## src/design/crl_pkg.sv

```systemverilog
// ----------------------------------------------------------------------------
// crl_pkg: shared types and codes for the cursor ring list
// Command and status codes, plus the packed command and response words.
// ----------------------------------------------------------------------------
`default_nettype none

package crl_pkg;

	// Command codes
	localparam logic [1:0] CMD_PUSH   = 2'd0;
	localparam logic [1:0] CMD_POP    = 2'd1;
	localparam logic [1:0] CMD_ROTATE = 2'd2;
	localparam logic [1:0] CMD_READ   = 2'd3;

	// Status codes
	localparam logic [1:0] STAT_OK    = 2'd0;
	localparam logic [1:0] STAT_FULL  = 2'd1;
	localparam logic [1:0] STAT_EMPTY = 2'd2;
	localparam logic [1:0] STAT_RANGE = 2'd3;

	// Remainder unit works one dividend bit per cycle
	localparam int DIV_STEPS = 16;

	typedef struct packed {
		logic [1:0]         cmd;
		logic [31:0]        item;
		logic signed [15:0] rotate_amount;
		logic [4:0]         read_offset;
	} cmd_word_t;

	typedef struct packed {
		logic [1:0]  status;
		logic [31:0] item_out;
		logic [5:0]  count;
	} rsp_word_t;

endpackage

`default_nettype wire

```

## src/design/cursor_ring_list_top.sv

```systemverilog
// ----------------------------------------------------------------------------
// cursor_ring_list_top: bounded ring of entries with a rotating cursor
// Timing: push, pop and read pass their result through S_PUT to the output
//   register; a rotate on a non-empty ring first takes 16 steps in S_DIV.
// Flow: one command at a time; cmd_stall holds the next off until the result
//   leaves S_PUT, which waits on rsp_stall; the 16-step remainder paces rotates.
// Reset (arst_n low): count and cursor clear, the ring is empty, no word out.
//   Entry storage is not cleared; only written entries are ever read back.
// ----------------------------------------------------------------------------
`default_nettype none

module cursor_ring_list_top #(
	parameter int CAPACITY   = 32,
	parameter int ITEM_WIDTH = 32
) (
	input  wire logic               clk,
	input  wire logic               arst_n,
	input  wire logic               cmd_valid,
	output logic                    cmd_stall,
	input  wire crl_pkg::cmd_word_t cmd_word,
	output logic                    rsp_valid,
	input  wire logic               rsp_stall,
	output crl_pkg::rsp_word_t      rsp_word
);

	import crl_pkg::*;

	// Pointer width, count width (holds CAPACITY itself), index-sum width
	localparam int PW = (CAPACITY > 1) ? $clog2(CAPACITY) : 1;
	localparam int CW = $clog2(CAPACITY + 1);
	localparam int IW = ((CW > 5) ? CW : 5) + 1;
	localparam int SW = $clog2(DIV_STEPS);

	// Sequencer states
	localparam logic [1:0] S_IDLE = 2'd0;
	localparam logic [1:0] S_DIV  = 2'd1;
	localparam logic [1:0] S_PUT  = 2'd2;

	logic [1:0]            state_q;
	logic [CW-1:0]         used_q;
	logic [PW-1:0]         cur_q;
	logic [SW-1:0]         cnt_q;

	// Result waiting to move into the output register
	logic [1:0]            res_status_q;
	logic [31:0]           res_item_q;

	// Remainder unit: dividend shift register, partial remainder, sign
	logic [DIV_STEPS-1:0]  div_q;
	logic [CW-1:0]         rem_q;
	logic                  neg_q;

	// Entry storage (shift line, one read port)
	logic [ITEM_WIDTH-1:0] ent_q [CAPACITY];

	logic                  acc;
	logic                  out_free;
	logic                  full;
	logic                  empty;
	logic                  push_en;
	logic                  pop_en;
	logic [ITEM_WIDTH-1:0] item_w;
	logic [IW-1:0]         rd_sum;
	logic [PW-1:0]         rd_addr;
	logic [ITEM_WIDTH-1:0] rd_data;
	logic                  range_bad;
	logic [CW-1:0]         used_dec;
	logic [PW-1:0]         pop_cur;
	logic [15:0]           ra_u;
	logic [15:0]           mag;
	logic [CW:0]           trial;
	logic [CW-1:0]         rem_nx;
	logic [CW:0]           cur_w;
	logic [CW:0]           step_w;
	logic [CW:0]           used_w;
	logic [CW:0]           rot_sum;
	logic [PW-1:0]         rot_cur;
	logic [1:0]            st_d;
	logic [31:0]           item_d;

	assign cmd_stall = (state_q != S_IDLE);
	assign acc       = cmd_valid && !cmd_stall;
	assign out_free  = !rsp_valid || !rsp_stall;

	assign full    = (used_q == CW'(CAPACITY));
	assign empty   = (used_q == '0);
	assign push_en = acc && (cmd_word.cmd == CMD_PUSH) && !full;
	assign pop_en  = acc && (cmd_word.cmd == CMD_POP) && !empty;
	assign item_w  = ITEM_WIDTH'(cmd_word.item);

	// Read port: the cursor for a pop, cursor plus offset (wrapped) for a read
	always_comb begin
		rd_sum = IW'(cur_q) + IW'(cmd_word.read_offset);
		if (rd_sum >= IW'(used_q)) begin
			rd_sum = rd_sum - IW'(used_q);
		end
		rd_addr = (cmd_word.cmd == CMD_POP) ? cur_q : rd_sum[PW-1:0];
	end

	assign rd_data   = ent_q[rd_addr];
	assign range_bad = (IW'(cmd_word.read_offset) >= IW'(used_q));

	// Pop: wrap the cursor once it reaches the new count
	assign used_dec = used_q - CW'(1);
	assign pop_cur  = (CW'(cur_q) >= used_dec) ? '0 : cur_q;

	// Magnitude of the signed rotate amount
	assign ra_u = cmd_word.rotate_amount;
	assign mag  = ra_u[15] ? (~ra_u + 16'd1) : ra_u;

	// One restoring remainder step per cycle
	always_comb begin
		trial = {rem_q, div_q[DIV_STEPS-1]};
		if (trial >= {1'b0, used_q}) begin
			rem_nx = CW'(trial - {1'b0, used_q});
		end else begin
			rem_nx = trial[CW-1:0];
		end
	end

	// Move the cursor by the final remainder
	always_comb begin
		cur_w  = (CW+1)'(cur_q);
		step_w = {1'b0, rem_nx};
		used_w = {1'b0, used_q};
		if (neg_q) begin
			if (cur_w >= step_w) begin
				rot_sum = cur_w - step_w;
			end else begin
				rot_sum = cur_w + used_w - step_w;
			end
		end else begin
			rot_sum = cur_w + step_w;
			if (rot_sum >= used_w) begin
				rot_sum = rot_sum - used_w;
			end
		end
		rot_cur = rot_sum[PW-1:0];
	end

	// Status and item of the response, worked out at acceptance
	always_comb begin
		st_d   = STAT_OK;
		item_d = '0;
		unique case (cmd_word.cmd)
			CMD_PUSH: begin
				if (full) begin
					st_d = STAT_FULL;
				end
			end
			CMD_POP: begin
				if (empty) begin
					st_d = STAT_EMPTY;
				end else begin
					item_d = 32'(rd_data);
				end
			end
			CMD_ROTATE: begin
				if (empty) begin
					st_d = STAT_EMPTY;
				end
			end
			CMD_READ: begin
				if (range_bad) begin
					st_d = STAT_RANGE;
				end else begin
					item_d = 32'(rd_data);
				end
			end
			default: begin
				st_d = STAT_OK;
			end
		endcase
	end

	// Sequencer and ring bookkeeping
	always_ff @(posedge clk or negedge arst_n) begin
		if (!arst_n) begin
			state_q   <= S_IDLE;
			used_q    <= '0;
			cur_q     <= '0;
			cnt_q     <= '0;
			rsp_valid <= 1'b0;
		end else begin
			unique case (state_q)
				S_IDLE: begin
					if (acc) begin
						state_q <= S_PUT;
						if (push_en) begin
							used_q <= used_q + CW'(1);
						end
						if (pop_en) begin
							used_q <= used_dec;
							cur_q  <= pop_cur;
						end
						if ((cmd_word.cmd == CMD_ROTATE) && !empty) begin
							state_q <= S_DIV;
							cnt_q   <= '0;
						end
					end
				end
				S_DIV: begin
					cnt_q <= cnt_q + SW'(1);
					if (cnt_q == SW'(DIV_STEPS - 1)) begin
						cur_q   <= rot_cur;
						state_q <= S_PUT;
					end
				end
				S_PUT: begin
					if (out_free) begin
						state_q <= S_IDLE;
					end
				end
				default: begin
					state_q <= S_IDLE;
				end
			endcase

			// Output register: load from the pending result, drop once taken
			if ((state_q == S_PUT) && out_free) begin
				rsp_valid <= 1'b1;
			end else if (!rsp_stall) begin
				rsp_valid <= 1'b0;
			end
		end
	end

	// Payload registers
	always_ff @(posedge clk) begin
		if (acc) begin
			res_status_q <= st_d;
			res_item_q   <= item_d;
			div_q        <= mag;
			rem_q        <= '0;
			neg_q        <= ra_u[15];
		end else if (state_q == S_DIV) begin
			div_q <= {div_q[DIV_STEPS-2:0], 1'b0};
			rem_q <= rem_nx;
		end
		if ((state_q == S_PUT) && out_free) begin
			rsp_word.status   <= res_status_q;
			rsp_word.item_out <= res_item_q;
			rsp_word.count    <= 6'(used_q);
		end
	end

	// Entry shift line: push opens a slot at the cursor, pop closes it
	for (genvar g = 0; g < CAPACITY; g++) begin : g_ent
		always_ff @(posedge clk) begin
			if (push_en) begin
				if (PW'(g) == cur_q) begin
					ent_q[g] <= item_w;
				end else if (PW'(g) > cur_q) begin
					ent_q[g] <= ent_q[(g > 0) ? g - 1 : 0];
				end
			end else if (pop_en && (g < CAPACITY - 1)) begin
				if (PW'(g) >= cur_q) begin
					ent_q[g] <= ent_q[(g < CAPACITY - 1) ? g + 1 : g];
				end
			end
		end
	end

	// Cursor stays inside the filled part of the ring
	a_cursor_range: assert property (@(posedge clk) disable iff (!arst_n)
		(CW'(cur_q) < used_q) || (used_q == '0 && cur_q == '0))
		else $error("cursor outside the filled entries");

	// Count never exceeds the ring size
	a_count_cap: assert property (@(posedge clk) disable iff (!arst_n)
		used_q <= CW'(CAPACITY))
		else $error("count above capacity");

	// Count changes only on an accepted command, and by one
	a_count_step: assert property (@(posedge clk) disable iff (!arst_n)
		(used_q != $past(used_q)) |->
			($past(acc) && ((used_q == $past(used_q) + CW'(1)) ||
			(used_q == $past(used_q) - CW'(1)))))
		else $error("count changed without a push or pop");

	// A new response word comes only out of the result hand-off state
	a_rsp_source: assert property (@(posedge clk) disable iff (!arst_n)
		$rose(rsp_valid) |-> ($past(state_q) == S_PUT))
		else $error("response raised outside hand-off");

	// A rotate on a non-empty ring enters the remainder unit
	a_rotate_div: assert property (@(posedge clk) disable iff (!arst_n)
		(acc && (cmd_word.cmd == CMD_ROTATE) && !empty) |=> (state_q == S_DIV))
		else $error("rotate skipped the remainder unit");

endmodule

`default_nettype wire

```

## config.mk

```make
export PLATFORM = sky130hd
export DESIGN_NAME = cursor_ring_list_top
export DESIGN_NICKNAME = d
export VERILOG_FILES = /design/src/design/crl_pkg.sv /design/src/design/cursor_ring_list_top.sv
export SDC_FILE = /design/constraint.sdc
export NUM_CORES = 2
export LEC_CHECK = 0
export BUFFER_PORTS_ARGS = -buffer_cell sky130_fd_sc_hd__buf_2
export CAP_MARGIN = 0
export CORE_ASPECT_RATIO = 1.25
export CORE_MARGIN = 2
export CORE_UTILIZATION = 50
export CTS_CLUSTER_SIZE = 10
export DETAILED_ROUTE_END_ITERATION = 6
export PLACE_DENSITY_LB_ADDON = 0.25
export RECOVER_POWER = 25
export SYNTH_ARGS = -nofsm -noshare
export SYNTH_HDL_FRONTEND = slang
export SYNTH_SLANG_ARGS = --single-unit
```

## constraint.sdc

```tcl
create_clock -name clk -period 11.65 [get_ports clk]
set_clock_uncertainty 0.1 [all_clocks]
set_input_delay 1.7475 -clock clk [delete_from_list [all_inputs] [get_ports clk]]
set_output_delay 1.7475 -clock clk [all_outputs]
set_load 0.02 [all_outputs]
```

==> qor.tcl <==
set qor(final_nets) 6544
set qor(final_core_util) 0.542
set qor(grt_first_pass_wirelength_microns) 333000
set qor(run_status) {finished, violations left}
set qor(pin_count_of_the_biggest_net_entering_global_routing) 154
set qor(drv.max_cap_violation_count) 15
set qor(r2r_slack_ns) 2.78
set qor(irDropWorstVdd_v) 0.000358
set qor(drtIter0Drc) 6868
set qor(netlist.area_leader.share) 0.498
set qor(cts.clk_slew.worst_paths_ns) 0.05
set qor(avgViaCountPerCell) 6.45
set qor(clock_tree.root_cell) {clkbuf_16}
set qor(route.antenna.remaining_nets) 0
set qor(violations_in_the_final_reports) {DRC, capacitance limit, slew limit}
set qor(detailedRoute.firstPassIterationCount) 7
set qor(worst_setup_path_start_kind) {primary input}
set qor(final.fill_count) 11800
set qor(pin_count) 101
set qor(leakage_nw) 28.4
set qor(worstReg2RegEnd) {ent_q[8][27]}
set qor(holdPathEnd) {rsp_word[38]}
set qor(synth.area.top_cells) {edfxtp_1 (50%), mux2i_1 (14%), nand2_1 (8.3%), o21ai_0 (5.2%), a21oi_1 (2.4%)}
set qor(die-width_microns) 332
set qor(post_synth.cell_area_avg_sq_um) 10.1
set qor(r2r_cells) 15
set qor(final_layout_size_suffix_gt1_frac) 0.0852
set qor(setup-violations-final) 0
set qor(power_density_nw_per_um2) 245
set qor(cts_tree) {yes}
set qor(place.detailed.hpwl_microns) 138000
set qor(synth.lib_cells_used.distinct) 76
set qor(wirelength_microns) 226000
set qor(core_sq_um) 134000
set qor(max_slew_margin) -1.94
set qor(synth_most_common_cell) {nand2_1}
set qor(grt_use_met2) 0.514
set qor(synth_top_flop_cell) {edfxtp_1}
set qor(fp.dieArea_sq_um) 137000
set qor(globalRouteOverflowTotal) 0
set qor(globalplace.congestion) 0.874
set qor(fp-row-count) 150
set qor(unrepaired_setup_endpoints_after_global_routing) {no}
set qor(drc) 9
set qor(antenna_found_initial) 30
set qor(timing.hold.worst.start) {res_status_q[0]}
set qor(hold_buffers_post_cts) 0
set qor(global_route.usage.met1) 0.424
set qor(area_growth_pct) 7.86
set qor(insertion_delay_ns) 0.78
set qor(share_of_the_yosys_chip_area_belonging_to_registers) 0.507
set qor(finalMaxSlewViolations) 588
set qor(synth_enable_flop_cells) 1115
set qor(yosysWarnings) 0
set qor(synth_commonest_cells) {nand2_1 (1477), edfxtp_1 (1115), mux2i_1 (969), o21ai_0 (700), clkbuf_1 (358)}
set qor(hold-path-cell-count) 0
set qor(fmax_ghz) 0.110
set qor(reg_to_reg_startpoint) {used_q[1]}
set qor(grt.busiest_layer) {met2}
set qor(wire_per_inst_microns) 27.5
set qor(post_cts_buffers) 0
set qor(critPathMaxFanout) 47
set qor(min_period_ns) 9.05
set qor(track_usage) 0.323
set qor(via_count_of_the_first_global_routing_pass) 49600
set qor(critical_path_arrival_ns) 9.35
set qor(synthesis.area_sq_um) 67200
set qor(worst-endpoint-required_ns) 11.95
set qor(clockBufferDepth) 3
set qor(tritoncts_num_sinks) 1139
set qor(synthCells) 6639
set qor(worst-setup-path-type) {in -> reg}
set qor(die_h_microns) 414
set qor(route.vias.total) 53000
set qor(report.final.hold_viol_count) 0
set qor(ys_async_sr_fraction) 0.0158
set qor(grt.met3_usage) 0.0683
set qor(worst_hold_path_type) {reg -> reg}
set qor(synth_area_leader_cell) {edfxtp_1}
set qor(post_cts_resized) 0
set qor(worst_margin_pin_slew_ns) 4.41
set qor(setup.worst_path.end_class) {flip-flop}
set qor(port-buffer-count) 100
set qor(totalNegativeSetupSlack_ns) 0
set qor(htree_num_levels) 4
set qor(initial_core_util) 0.503
set qor(mappedNetlistNets) 6764
set qor(post-route-period-util) 0.777
set qor(inserted_clock_buffers) 133
set qor(ys_ff_latch) 1139
-- state kept, by name (all words and copies together), names as in the netlist --
| name | flops |
|---|---|
| rsp_valid | 1 |
| used_q | 6 |
| state_q | 2 |
| res_status_q | 2 |
| cur_q | 5 |
| cnt_q | 4 |
| res_item_q | 32 |
| neg_q | 1 |
| ent_q | 1024 |
| div_q | 16 |
| rem_q | 6 |
| rsp_word | 40 |
-- worst max path at each step --
stage / cells after the start / from / to
floorplan: 9 / cmd_valid / ent_q[8][0]
CTS: 21 / used_q[1] / cur_q[4]
global route: 16 / cmd_valid / ent_q[8][28]
finish: 16 / cmd_valid / ent_q[8][27]
global placement: 17 / cmd_word[0] / res_item_q[31]
detailed placement: 18 / cmd_word[0] / res_item_q[18]
-- cell families after synthesis --
kind of cell / count (synthesis) / share of synthesized area
AND/OR/NAND/NOR: 2272 / 0.141
buffers and inverters: 619 / 0.0392
flip-flops: 1139 / 0.507
adder cells (fa/ha/maj): 66 / 0.0134
AO/OA/AOI/OAI: 1405 / 0.118
multiplexers: 1096 / 0.176
XOR/XNOR: 42 / 0.00548
-- per-layer routing --
layer	vias to the layer above	wire length, microns
li1	23600	-
met1	25600	87000
met2	3261	104000
met3	576	25400
met4	14	9760
met5	-	92
-- where the power goes --
| group | internal, mW | switching (mW) | total [mW] |
|---|---|---|---|
| clock network | 2.14 | 1.69 | 3.83 |
| logic | 2.55 | 5.10 | 7.65 |
| registers | 5.63 | 0.632 | 6.26 |
| total | 10.3 | 7.42 | 17.7 |
-- through the flow --
stage                     setup slack (ns)  total power, mW  instance area [sq um]  hold WS, ns  std cells
final                                 2.60             17.7                  72500        0.318       8218
after global routing                  2.36             18.5                  72400        0.330       8214
after CTS                             5.06             17.6                  72600        0.320       8202
after detailed placement              4.47             13.8                  68900        0.307       8032
after global placement                4.56             13.6                  68900        0.304       8032
after floorplan                       2.90             11.4                  67200        0.300       6639
-- cell type report --
cell class	instances	area, sq um	area share
clock inverters	12	123	0.00169
repair buffers	222	1360	0.0187
diodes	16	40.0	0.000553
inverters	42	158	0.00218
flip-flops and latches	1139	34100	0.470
clock buffers	158	3570	0.0493
well taps	1748	2190	0.0302
multi-input cells	4881	31000	0.427
-- worst max-delay path: stages --
cell	delay, ns
clkbuf_1	0.10
nor2b_1	0.17
nand2b_1	0.07
clkbuf_1	0.63
inv_1	0.26
nand2_1	0.59
clkinv_1	0.14
clkbuf_1	3.11
nor2_4	-0.09
buf_4	0.43
nor2_4	0.12
buf_4	0.45
and2_2	0.23
buf_4	0.48
a21boi_4	0.26
buf_4	0.52
-- layout by cell type (no fill, tap or decap), types with 16 or more instances in the layout --
cell,instances
o21ai_0,701
and2_1,68
nand2_1,1452
mux2i_1,969
a22oi_1,33
nand4b_1,32
a21o_1,25
edfxtp_1,1115
nor2_1,329
nand2_2,19
o21ai_1,46
o22ai_1,34
diode_2,16
xor2_1,18
dfrtp_1,17
ha_1,56
inv_1,39
xnor2_1,24
a32oi_1,62
clkbuf_1,78
mux4_2,62
nor2_4,38
a211oi_1,67
buf_4,104
clkbuf_16,140
mux2_2,65
nand3_1,241
a31oi_1,71
buf_2,54
a21oi_1,315
(Power assumes the default switching activity.)
